`src/design/exs_pkg.sv`:
```
package exs_pkg;

  localparam int VALUE_W = 32;

  typedef logic signed [VALUE_W-1:0] value_t;

  // what a cell hands to its right neighbor during loading
  typedef struct packed {
    logic   valid;
    value_t value;
  } pass_t;

  // what a cell shows to its left neighbor during unloading
  typedef struct packed {
    logic   occ;
    value_t value;
  } slot_t;

endpackage

```
`src/design/exs_cell.sv`:
```
module exs_cell (
  input  logic           clk,
  input  logic           rst_n,
  input  logic           shift,
  input  exs_pkg::pass_t pass_in,
  input  exs_pkg::slot_t right_in,
  output exs_pkg::pass_t pass_out,
  output exs_pkg::slot_t slot_out
);
  import exs_pkg::*;

  logic   occ_r, occ_nxt;
  value_t val_r, val_nxt;
  logic   pv_r, pv_nxt;
  value_t pval_r, pval_nxt;

  always_comb begin
    occ_nxt  = occ_r;
    val_nxt  = val_r;
    pv_nxt   = 1'b0;
    pval_nxt = pval_r;
    if (shift) begin
      // unload: take the neighbor's value, smallest moves toward cell 0
      occ_nxt = right_in.occ;
      val_nxt = right_in.value;
    end else if (pass_in.valid) begin
      if (!occ_r) begin
        occ_nxt = 1'b1;
        val_nxt = pass_in.value;
      end else if (pass_in.value < val_r) begin
        val_nxt  = pass_in.value;
        pv_nxt   = 1'b1;
        pval_nxt = val_r;
      end else begin
        pv_nxt   = 1'b1;
        pval_nxt = pass_in.value;
      end
    end
  end

  always_ff @(posedge clk) begin
    if (!rst_n) begin
      occ_r <= 1'b0;
      pv_r  <= 1'b0;
    end else begin
      occ_r <= occ_nxt;
      pv_r  <= pv_nxt;
    end
  end

  always_ff @(posedge clk) begin
    val_r  <= val_nxt;
    pval_r <= pval_nxt;
  end

  assign pass_out.valid = pv_r;
  assign pass_out.value = pval_r;
  assign slot_out.occ   = occ_r;
  assign slot_out.value = val_r;

endmodule

```
`config.mk`:
```
export PLATFORM = sky130hd
export DESIGN_NAME = exs_cell
export DESIGN_NICKNAME = d
export VERILOG_FILES = /design/src/design/exs_pkg.sv /design/src/design/exs_cell.sv
export SDC_FILE = /design/constraint.sdc
export NUM_CORES = 1
export LEC_CHECK = 0
export ABC_AREA = 1
export BUFFER_PORTS_ARGS = -buffer_cell sky130_fd_sc_hd__buf_2
export CORE_MARGIN = 3
export CORE_UTILIZATION = 50
export DETAILED_ROUTE_END_ITERATION = 12
export GPL_TIMING_DRIVEN = 0
export HOLD_SLACK_MARGIN = 0.05
export PLACE_DENSITY = 0.81
export SLEW_MARGIN = 20
export SYNTH_ARGS = -nofsm -noshare
export SYNTH_HDL_FRONTEND = slang
export SYNTH_SLANG_ARGS = --single-unit
export TNS_END_PERCENT = 5
```
`constraint.sdc`:
```
create_clock -name clk -period 2.7 [get_ports clk]
set_input_delay 0.27 -clock clk [delete_from_list [all_inputs] [get_ports clk]]
set_output_delay 0.27 -clock clk [all_outputs]
set_load 0.05 [all_outputs]
```
==> results by group, run 1 <==
Status
  – Status: completed

Routing
  – Routed WL: 9.77 mm
  – Detailed router's first-iteration violation count: 156
  – Routed wire per std cell: around 15 microns
  – Post-route ant nets: 0
  – Via count: 3267
  – Via-to-Cell Ratio: 4.85
  – Drt pass-1 iters: 4
  – Remaining DRCs: 0

Setup path
  – Critical path class: flip-flop to flip-flop
  – Data required time of the worst path: 2670 ps
  – Reg-to-Reg End: val_r[13]
  – Reg2reg start: val_r[31]
  – R2r worst-path depth: 11
  – Reg2Reg Setup Slack: 170 ps
  – Slowest-stage cell, CP: clkinvlp_4
  – Critical path capture point type: flip-flop
  – Worst setup SP type: flip-flop
  – Critical path cell sequence: inv_1 > ha_1 > a21oi_1 > o21a_1 > nand2_1 > a21oi_2 > nand2_2 > nand2_2 > nand3_1 > nand2_2 > clkinvlp_4
  – Arrival @ worst endpoint: 2490 ps
  – Crit path top cell by count: nand2_2
  – Crit path largest cell delay: between 300 and 400 ps
  – Worst-path maximum fanout: 16

GRT
  – GRT Resource Usage Total: 0.230
  – M3 GR Usage: 0.0599
  – First-pass GRT wire length: around 15 mm
  – Met1 Use GR: 0.244
  – Pin count of the biggest net entering global routing: 33
  – Number of global-route vias before repair: 3366
  – Global route total overflow: 0
  – Initial antenna violation count: 0
  – Grt met2 use: 0.423
  – GRT Max-Usage Layer: met2

Pwr
  – Leakage power: ~2.5 nW
  – Total power: approximately 3.2 mW
  – Cell Pwr Density: 666 mW/mm^2
  – Peak supply drop: 402 uV

Clock network
  – Inserted Clock Buffers: 9
  – Root buf cell: clkbuf_8
  – Clock buffer depth: 2
  – Clock slew at reported path FFs: roughly 70 ps
  – CTS hold repair buffers: 0
  – Clock sinks: 66
  – H-tree depth: 3
  – Later-pin clock latency in the skew report: roughly 350 ps
  – CTS tree: built

Layout
  – Multi-input gate area: 0.00148 sq mm
  – Share of cells above drive strength 1: 0.296
  – P&R area growth vs syn: 29.1%
  – ANT cells: 0
  – Filler Cells Inserted: a little under 600
  – Nets: 672
  – FF+latch area: 0.00196 sq mm
  – Non-Filler Instances: 673

STA
  – F_max: 396 MHz
  – TNS Setup: 0 ps
  – Fin Clk Skew: 8.00 ps
  – Crit path time final: 2530 ps
  – Final Hold Viols: 0
  – RSZ-0062 raised after global routing: true
  – Slew Limit Fails: 0
  – Count of final setup violators: 0
  – Slew @ Worst Pin: 545 ps
  – Crit share post-route: 0.936
  – Relative slew slack: 0.636

Synth
  – Cell Area, Synth: 0.00370 sq mm
  – EDFF count, synth: 64
  – Mapped Nets: 525
  – Flops & latches, synth: 66
  – Post-synth top area share: 0.520
  – Top post-synthesis cells by count: nand2_1, edfxtp_1, inv_1
  – Synth Warn #: 0
  – Seq/Total Area, Yosys: 0.530
  – Most common cell in the netlist: nand2_1
  – Dominant synthesized flop cell: edfxtp_1
  – Synth area leaders: edfxtp_1, nand2_1, ha_1
  – FFs w/ async S/R, synth: 0
  – Unique masters post-synth: 18
  – Syn Area/Cell: 8.70 sq um
  – Post-Synthesis Cells: 425
  – Yosys top cell by area: edfxtp_1

Hold path
  – Hold Path Sink: occ_r
  – Hold path start: rst_n
  – Min-Delay Path Class: primary input to flip-flop
  – WHS Path Cells: 3

Placed design
  – I/O Buffers: ~130
  – Placed insts: 655
  – HPWL Detailed: between 7 and 8 mm
  – Gpl congestion: 0.818

Floorplan
  – Die area: roughly 0.0085 sq mm
  – Die width: 92.0 microns
  – Standard-cell rows: 30
  – Ports: 135
  – Initial Utilization: 0.530
  – Core area: 0.00698 sq mm
  – Die height: 92.0 microns

Run
  – Max cap viols: 0
==> power breakdown <==
part	switching, mW	leakage (nW)	internal, mW
Sequential	0.0470	0.638	1.25
Clock	0.390	0.102	0.509
Combinational	0.684	1.78	0.299
==> registers in the layout, summed over array words and instances, names as in the netlist <==
name,cells
occ_r,1
pval_r,32
val_r,32
pv_r,1
==> repair_timing <==
item                       CTS  global route
cloned                       0             1
pin swaps                    3             0
setup endpoints to repair   32            32
buffers inserted             0             1
resized for setup            4             3
==> cell families (layout without fill, tap and decap cells) <==
family | count (synthesis) | count (layout) | share of synthesized area
AND/OR/NAND/NOR | 241 | 241 | 0.252
flip-flops | 66 | 66 | 0.530
buffers and inverters | 62 | 214 | 0.0771
adder cells (fa/ha/maj) | 31 | 31 | 0.105
AO/OA/AOI/OAI | 25 | 25 | 0.0355
==> placed cells by master (no fill, tap or decap) <==
cell        synthesis  routed
a21oi_1            15      12
a21oi_2             1       4
buf_12              0       1
buf_16              0       1
buf_2               0     133
buf_4               2       2
buf_6               6       6
bufinv_16           0       2
clkbuf_1            7       7
clkbuf_8            0       9
clkinv_1            0       3
clkinv_2            0       1
clkinvlp_4          0       3
dfxtp_1             2       2
edfxtp_1           64      64
ha_1               31      31
inv_1              47      46
nand2_1           218     216
nand2_2             4       6
nand3_1             5       5
nand4_1             1       1
nor2_1              8       7
nor2_2              2       2
nor2_4              0       1
nor3_1              3       3
o21a_1              1       1
o21ai_0             8       7
o21ai_1             0       1
==> worst max-delay path: cells and delay by family, from the launching register on <==
family	cells	cell delay [ps]
buffers and inverters	2	440
DFF	1	380
and+or+nand+nor	5	470
AOI/OAI and AO/OA	3	500
adders and majority gates	1	340
==> final cells by class <==
cell class	instances	share of cell area
multi-input cells	297	0.309
inverters	47	0.0377
flip-flops and latches	66	0.411
repair buffers	135	0.149
clock buffers	9	0.0259
well taps	96	0.0252
clock inverters	7	0.0176
plain buffers	15	0.0228
repair inverters	1	0.00157
==> stage by stage <==
| step | utilization | instance area [sq um] | setup WS [ps] | hold slack (ps) |
|---|---|---|---|---|
| 4_1_cts | 0.679 | 4740 | -150 | 144 |
| 2_1_floorplan | - | 3700 | 15.9 | 402 |
| 5_1_grt | 0.684 | 4770 | -24.1 | 164 |
| 6_report | 0.684 | 4770 | 174 | 158 |
| 3_5_place_dp | 0.648 | 4520 | -202 | 515 |
| 3_3_place_gp | 0.643 | 4490 | -593 | 516 |
==> layer usage <==
metal  vias to the layer above  part of all wire
met2                       129              0.51
li1                       1646                 -
met4                         0             0.015
met5                         -                 0
met3                        13             0.087
met1                      1479              0.39
==> how the worst max path moves through the flow <==
stage / start / end / depth (start not counted)
after floorplan: val_r[21] / val_r[0] / 12
after CTS: val_r[5] / val_r[9] / 14
after global routing: val_r[5] / val_r[2] / 14
after global placement: shift / pval_r[5] / 4
after detailed placement: val_r[5] / val_r[14] / 14
final: val_r[31] / val_r[13] / 11
Note: power is estimated with default switching activity, not from simulation.
==> run 2: changes to the inputs <==
- REMOVE_ABC_BUFFERS: unset -> 1
- TNS_END_PERCENT: 5 -> 1
==> run 2 against run 1 <==
Net effect: sequential share of layout area rose by 1.6 points; core utilization shrank 2.5 points; design area fell by 3.6%; die area unchanged; final cell count is 2.4% lower; worst hold slack improved by 20 ps; clock-buffer cell count rose by 7; largest cell class unchanged; largest power group unchanged; highest routed layer unchanged.
==> results by group, run 2 (synthesized netlist as in run 1, its figures left out) <==
Setup path
  – Data required time of the worst path: 2700 ps (+30 ps)
  – Critical path capture point type: flip-flop
  – Reg-to-Reg End: val_r[11]
  – Crit path launch: val_r[19]
  – Worst setup SP type: flip-flop
  – Reg2Reg Setup Slack: 290 ps (+120 ps)
  – Worst-path maximum fanout: 32 (+16)
  – Critical path class: flip-flop to flip-flop
  – R2r worst-path depth: 11 (unchanged)
  – Arrival @ worst endpoint: 2410 ps (-80 ps)
  – Reg2reg start: val_r[19]

Routing
  – Post-route ant nets: 0 (unchanged)
  – Routed wire per std cell: 13.6 microns (-6.4%)
  – Routed WL: 8.93 mm (-8.6%)
  – Via count: 3169 (-3.0%)
  – Drt pass-1 iters: 4 (unchanged)
  – Remaining DRCs: 0 (unchanged)
  – Via-to-Cell Ratio: 4.82 (-0.64%)
  – Detailed router's first-iteration violation count: 142 (-9.0%)

Placed design
  – I/O Buffers: 134 (+0.75%)
  – Dpl cell area: 0.00442 sq mm (-2.4%)
  – HPWL Detailed: 6.28 mm (-11%)
  – Gpl congestion: 0.837 (+2.3%)

Status
  – Status: completed

Layout
  – Largest regs: pval_r: 32 flops, val_r: 32 flops
  – Share of cells above drive strength 1: 0.276 (-0.0201)
  – ANT cells: 0 (unchanged)
  – Nets: 656 (-2.4%)
  – Most frequent cells in the layout: nand2_1, buf_2, edfxtp_1
  – Design area: 0.00460 sq mm (-3.6%)
  – P&R area growth vs syn: 24.4%
  – Commonest non-fill, non-tap cell in the layout: nand2_1

STA
  – Final Hold Viols: 0 (unchanged)
  – F_max: 415 MHz (+4.9%)
  – Count of final setup violators: 0 (unchanged)
  – Fin Clk Skew: 9.62 ps (+1.62 ps)
  – Relative slew slack: 0.278 (-0.358)
  – TNS Setup: 0 ps (unchanged)
  – Crit path time final: 2410 ps (-117 ps)
  – Slew Limit Fails: 0 (unchanged)
  – Crit share post-route: 0.892 (-0.0433)
  – Slew @ Worst Pin: 1080 ps (+536 ps)

Floorplan
  – Die area: 0.00846 sq mm (unchanged)
  – Initial Utilization: 0.530 (unchanged)
  – Die height: 92.0 microns (unchanged)
  – Die width: 92.0 microns (unchanged)
  – Ports: 135 (unchanged)
  – Standard-cell rows: 30 (unchanged)
  – Core area: 0.00698 sq mm (unchanged)

Pwr
  – Leakage power: 2.45 nW (-2.9%)
  – Peak supply drop: 287 uV (-29%)
  – Cell Pwr Density: 639 mW/mm^2 (-4.1%)

Clock network
  – CTS tree: built
  – Clock buffer depth: 2 (unchanged)
  – Inserted Clock Buffers: 9 (unchanged)
  – H-tree depth: 3 (unchanged)
  – Clock sinks: 66 (unchanged)
  – Post-CTS Repair Setup Buffers: 0 (unchanged)
  – CTS hold repair buffers: 0 (unchanged)
  – Clock slew at reported path FFs: 70 ps (about the same)
  – # resized after CTS: 0 (-4)
  – Root buf cell: clkbuf_8
  – Later-pin clock latency in the skew report: 330 ps (-20 ps)

GRT
  – First-pass GRT wire length: 14.2 mm (-6.2%)
  – Global route total overflow: 0 (unchanged)
  – Pin count of the biggest net entering global routing: 37 (+12%)
  – Number of global-route vias before repair: 3059 (-9.1%)
  – Initial antenna violation count: 0 (unchanged)
  – GRT Resource Usage Total: 0.216 (-0.0141)

Hold path
  – WHS Path Cells: 3 (unchanged)
  – Hold path start: rst_n
  – Min-Delay Path Class: primary input to flip-flop
  – Hold Path Sink: occ_r

Run
  – Max cap viols: 0 (unchanged)
==> run 2: area by class of cell <==
class                      count  area [sq um]
fill                         628          2380
timing repair buffer         135           698
tap                           96           120
inverter                      47           181
clock buffer                  16           170
multi-input combinational    297          1470
sequential                    66          1960
==> run 2: through the flow <==
| step | cells | worst slack, ps | hold slack [ps] | power, mW | util |
|---|---|---|---|---|---|
| final | 657 | 291 | 178 | 2.94 | 0.659 |
| after global routing | 657 | -20.1 | 183 | 3.11 | 0.659 |
| after floorplan | 410 | -110 | 402 | 1.94 | - |
| after detailed placement | 641 | -183 | 521 | 2.22 | 0.632 |
| after global placement | 640 | -794 | 511 | 2.18 | 0.627 |
| after CTS | 657 | 49.4 | 160 | 2.96 | 0.657 |
==> run 2: where the power goes <==
part	switching, mW	internal, mW
logic	0.658	0.242
clock network	0.353	0.387
registers	0.0455	1.25
==> run 2: worst max-delay path, stage by stage, from the launching register on <==
cell and delay, ps:
edfxtp_1 410, inv_1 70, ha_1 230, a21oi_1 190, o21ai_0 120, nand2_1 70, nand3_1 80, a21oi_2 190
nand3_1 170, nand3_1 130, nand2_1 110, inv_6 280
==> run 2: worst max path at each step <==
stage	end	slack (ps)	depth (start not counted)
floorplan	val_r[0]	-110	11
global placement	pval_r[14]	-790	4
detailed placement	val_r[10]	-180	5
CTS	val_r[11]	50	14
global route	val_r[11]	-20	13
finish	val_r[11]	290	11
==> run 2: routing by layer <==
layer	vias to the layer above	GRT usage	share of wire
met5	-	0	0
met4	0	0.0965	0.023
li1	1617	-	-
met2	117	0.380	0.51
met3	19	0.0386	0.064
met1	1416	0.256	0.41
==> run 3: changes to the inputs <==
- CORE_UTILIZATION: 50 -> 51
- CTS_BUF_LIST: unset -> sky130_fd_sc_hd__clkbuf_8
- PLACE_DENSITY: 0.81 -> 0.82
==> run 3 against run 2 <==
Net effect: flip-flop and latch count is the same; global-route usage down 0.21 points; clock power rose by 10%; design area increased by 0.24%; largest power group unchanged; highest routed layer unchanged.
==> results by group, run 3 (synthesized netlist as in run 1, its figures left out) <==
Status
  – Status: completed

Clock network
  – Clock slew at reported path FFs: 80 ps (about the same)
  – H-tree depth: 3 (unchanged)
  – Clock buffer depth: 2 (unchanged)
  – Post-CTS Repair Setup Buffers: 0 (unchanged)
  – Inserted Clock Buffers: 9 (unchanged)
  – Root buf cell: clkbuf_8
  – Clock sinks: 66 (unchanged)
  – Later-pin clock latency in the skew report: 330 ps (about the same)
  – CTS tree: built

GRT
  – Pin count of the biggest net entering global routing: 37 (unchanged)
  – Initial antenna violation count: 0 (unchanged)
  – Global route total overflow: 0 (unchanged)
  – Number of global-route vias before repair: 3141 (+2.7%)
  – First-pass GRT wire length: 14.1 mm (-0.29%)
  – GRT Resource Usage Total: 0.214 (-0.00209)

STA
  – Crit share post-route: 0.916 (+0.0234)
  – Relative slew slack: 0.274 (-0.00426)
  – RSZ-0062 raised after global routing: false
  – F_max: 404 MHz (-2.6%)
  – TNS Setup: 0 ps (unchanged)
  – Final Hold Viols: 0 (unchanged)
  – Tightest hold margin: 176 ps (-2.55 ps)
  – Count of final setup violators: 0 (unchanged)
  – Slew Limit Fails: 0 (unchanged)
  – Crit path time final: 2470 ps (+63.2 ps)
  – Slew @ Worst Pin: 1090 ps (+6.38 ps)
  – Fin Clk Skew: 12.2 ps (+2.62 ps)

Routing
  – Detailed router's first-iteration violation count: 194 (+37%)
  – Routed WL: 8.87 mm (-0.74%)
  – Via-to-Cell Ratio: 4.81 (-0.38%)
  – Drt pass-1 iters: 4 (unchanged)
  – Via count: 3157 (-0.38%)
  – Routed wire per std cell: 13.5 microns (-0.74%)
  – Post-route ant nets: 0 (unchanged)
  – Remaining DRCs: 0 (unchanged)

Floorplan
  – Ports: 135 (unchanged)
  – Initial Utilization: 0.536 (+0.00576)
  – Core area: 0.00691 sq mm (-1.1%)
  – Standard-cell rows: 30 (unchanged)
  – Die height: 91.2 microns (-0.92%)
  – Die width: 91.2 microns (-0.92%)
  – Die area: 0.00831 sq mm (-1.8%)

Hold path
  – WHS Path Cells: 3 (unchanged)
  – Min-Delay Path Class: primary input to flip-flop
  – Hold Path Sink: occ_r
  – Hold path start: rst_n

Pwr
  – Peak supply drop: 404 uV (+41%)
  – Cell Pwr Density: 652 mW/mm^2 (+2.1%)
  – Leakage power: 2.45 nW (+0.40%)

Placed design
  – Placed insts: 641 (unchanged)
  – Gpl congestion: 0.807 (-3.6%)
  – HPWL Detailed: 6.33 mm (+0.91%)
  – Dpl cell area: 0.00442 sq mm (unchanged)
  – I/O Buffers: 134 (unchanged)

Setup path
  – Reg2reg start: val_r[5]
  – Reg2Reg Setup Slack: 230 ps (-60 ps)
  – Worst-path maximum fanout: 31 (-3.1%)
  – Reg-to-Reg End: pval_r[13]
  – Worst setup SP type: flip-flop
  – Critical path class: flip-flop to flip-flop
  – Critical path capture point type: flip-flop
  – R2r worst-path depth: 14 (+3)
  – Data required time of the worst path: 2780 ps (+80 ps)
  – Arrival @ worst endpoint: 2550 ps (+140 ps)

Layout
  – Share of cells above drive strength 1: 0.285 (+0.00891)
  – Nets: 656 (unchanged)
  – Commonest non-fill, non-tap cell in the layout: nand2_1
  – Most frequent cells in the layout: nand2_1, buf_2, edfxtp_1
  – ANT cells: 0 (unchanged)
  – P&R area growth vs syn: 24.7%
  – Non-Filler Instances: 657 (unchanged)
  – Design area: 0.00461 sq mm (+0.24%)
  – Largest regs: pval_r: 32 flops, val_r: 32 flops

Run
  – Max cap viols: 0 (unchanged)
==> run 3: cell count changes in the layout (fill, tap and decap cells not counted) <==
cell | before | now
bufinv_16 | 0 | 1
clkbuf_1 | 5 | 0
clkbuf_8 | 11 | 9
clkinv_2 | 0 | 3
clkinv_4 | 0 | 2
clkinvlp_4 | 0 | 1
inv_4 | 0 | 1
inv_6 | 1 | 0
nand2_2 | 2 | 4
nand2_4 | 2 | 0
==> run 3: area by class of cell <==
| cell class | instances | area (sq um) |
|---|---|---|
| clock buffer | 9 | 124 |
| timing repair buffer | 135 | 698 |
| tap | 96 | 120 |
| fill | 611 | 2290 |
| multi-input combinational | 297 | 1460 |
| clock inverter | 7 | 70.1 |
| inverter | 47 | 179 |
| sequential | 66 | 1960 |
==> run 3: routing by layer <==
| layer | share of wire | GRT usage | vias up |
|---|---|---|---|
| met5 | 0 | 0 | - |
| met4 | 0.015 | 0.0905 | 0 |
| met3 | 0.067 | 0.0497 | 11 |
| met2 | 0.51 | 0.389 | 109 |
| met1 | 0.41 | 0.237 | 1417 |
| li1 | - | - | 1620 |
==> run 3: report_power, final <==
group	switching, mW	leakage (nW)	internal [mW]
registers	0.0448	0.638	1.25
clock network	0.392	0.0990	0.425
logic	0.653	1.72	0.241
==> run 3: how the worst max path moves through the flow <==
stage,slack [ps],from,endpoint
global placement,-800,shift,pval_r[14]
floorplan,-110,val_r[21],val_r[0]
CTS,60,val_r[5],val_r[2]
detailed placement,-210,shift,val_r[12]
finish,230,val_r[5],pval_r[13]
global route,50,val_r[5],pval_r[4]
==> run 3: metrics by stage <==
step | power (mW) | setup slack, ps | util
floorplan | 1.94 | -110 | -
global placement | 2.18 | -800 | 0.634
detailed placement | 2.22 | -209 | 0.639
CTS | 3.03 | 57.7 | 0.667
global route | 3.17 | 49.5 | 0.668
finish | 3.01 | 228 | 0.668
==> run 3: timing repair <==
item,4_1_cts,5_1_grt
hold buffers,0,0
endpoints found under the setup margin,0,32
resized for setup,0,2
==> run 3: worst max-delay path: stages, from the launching register on <==
cell and delay [ps]:
edfxtp_1 400, inv_1 70, ha_1 230, a21oi_1 160
nor2_1 60, nor3_1 140, nand2_1 80, nand2_1 60
nand2_1 90, nand2_2 100, nand2_2 70, nand2_1 90
nand2_2 400, nand2_1 190, nand2_1 80
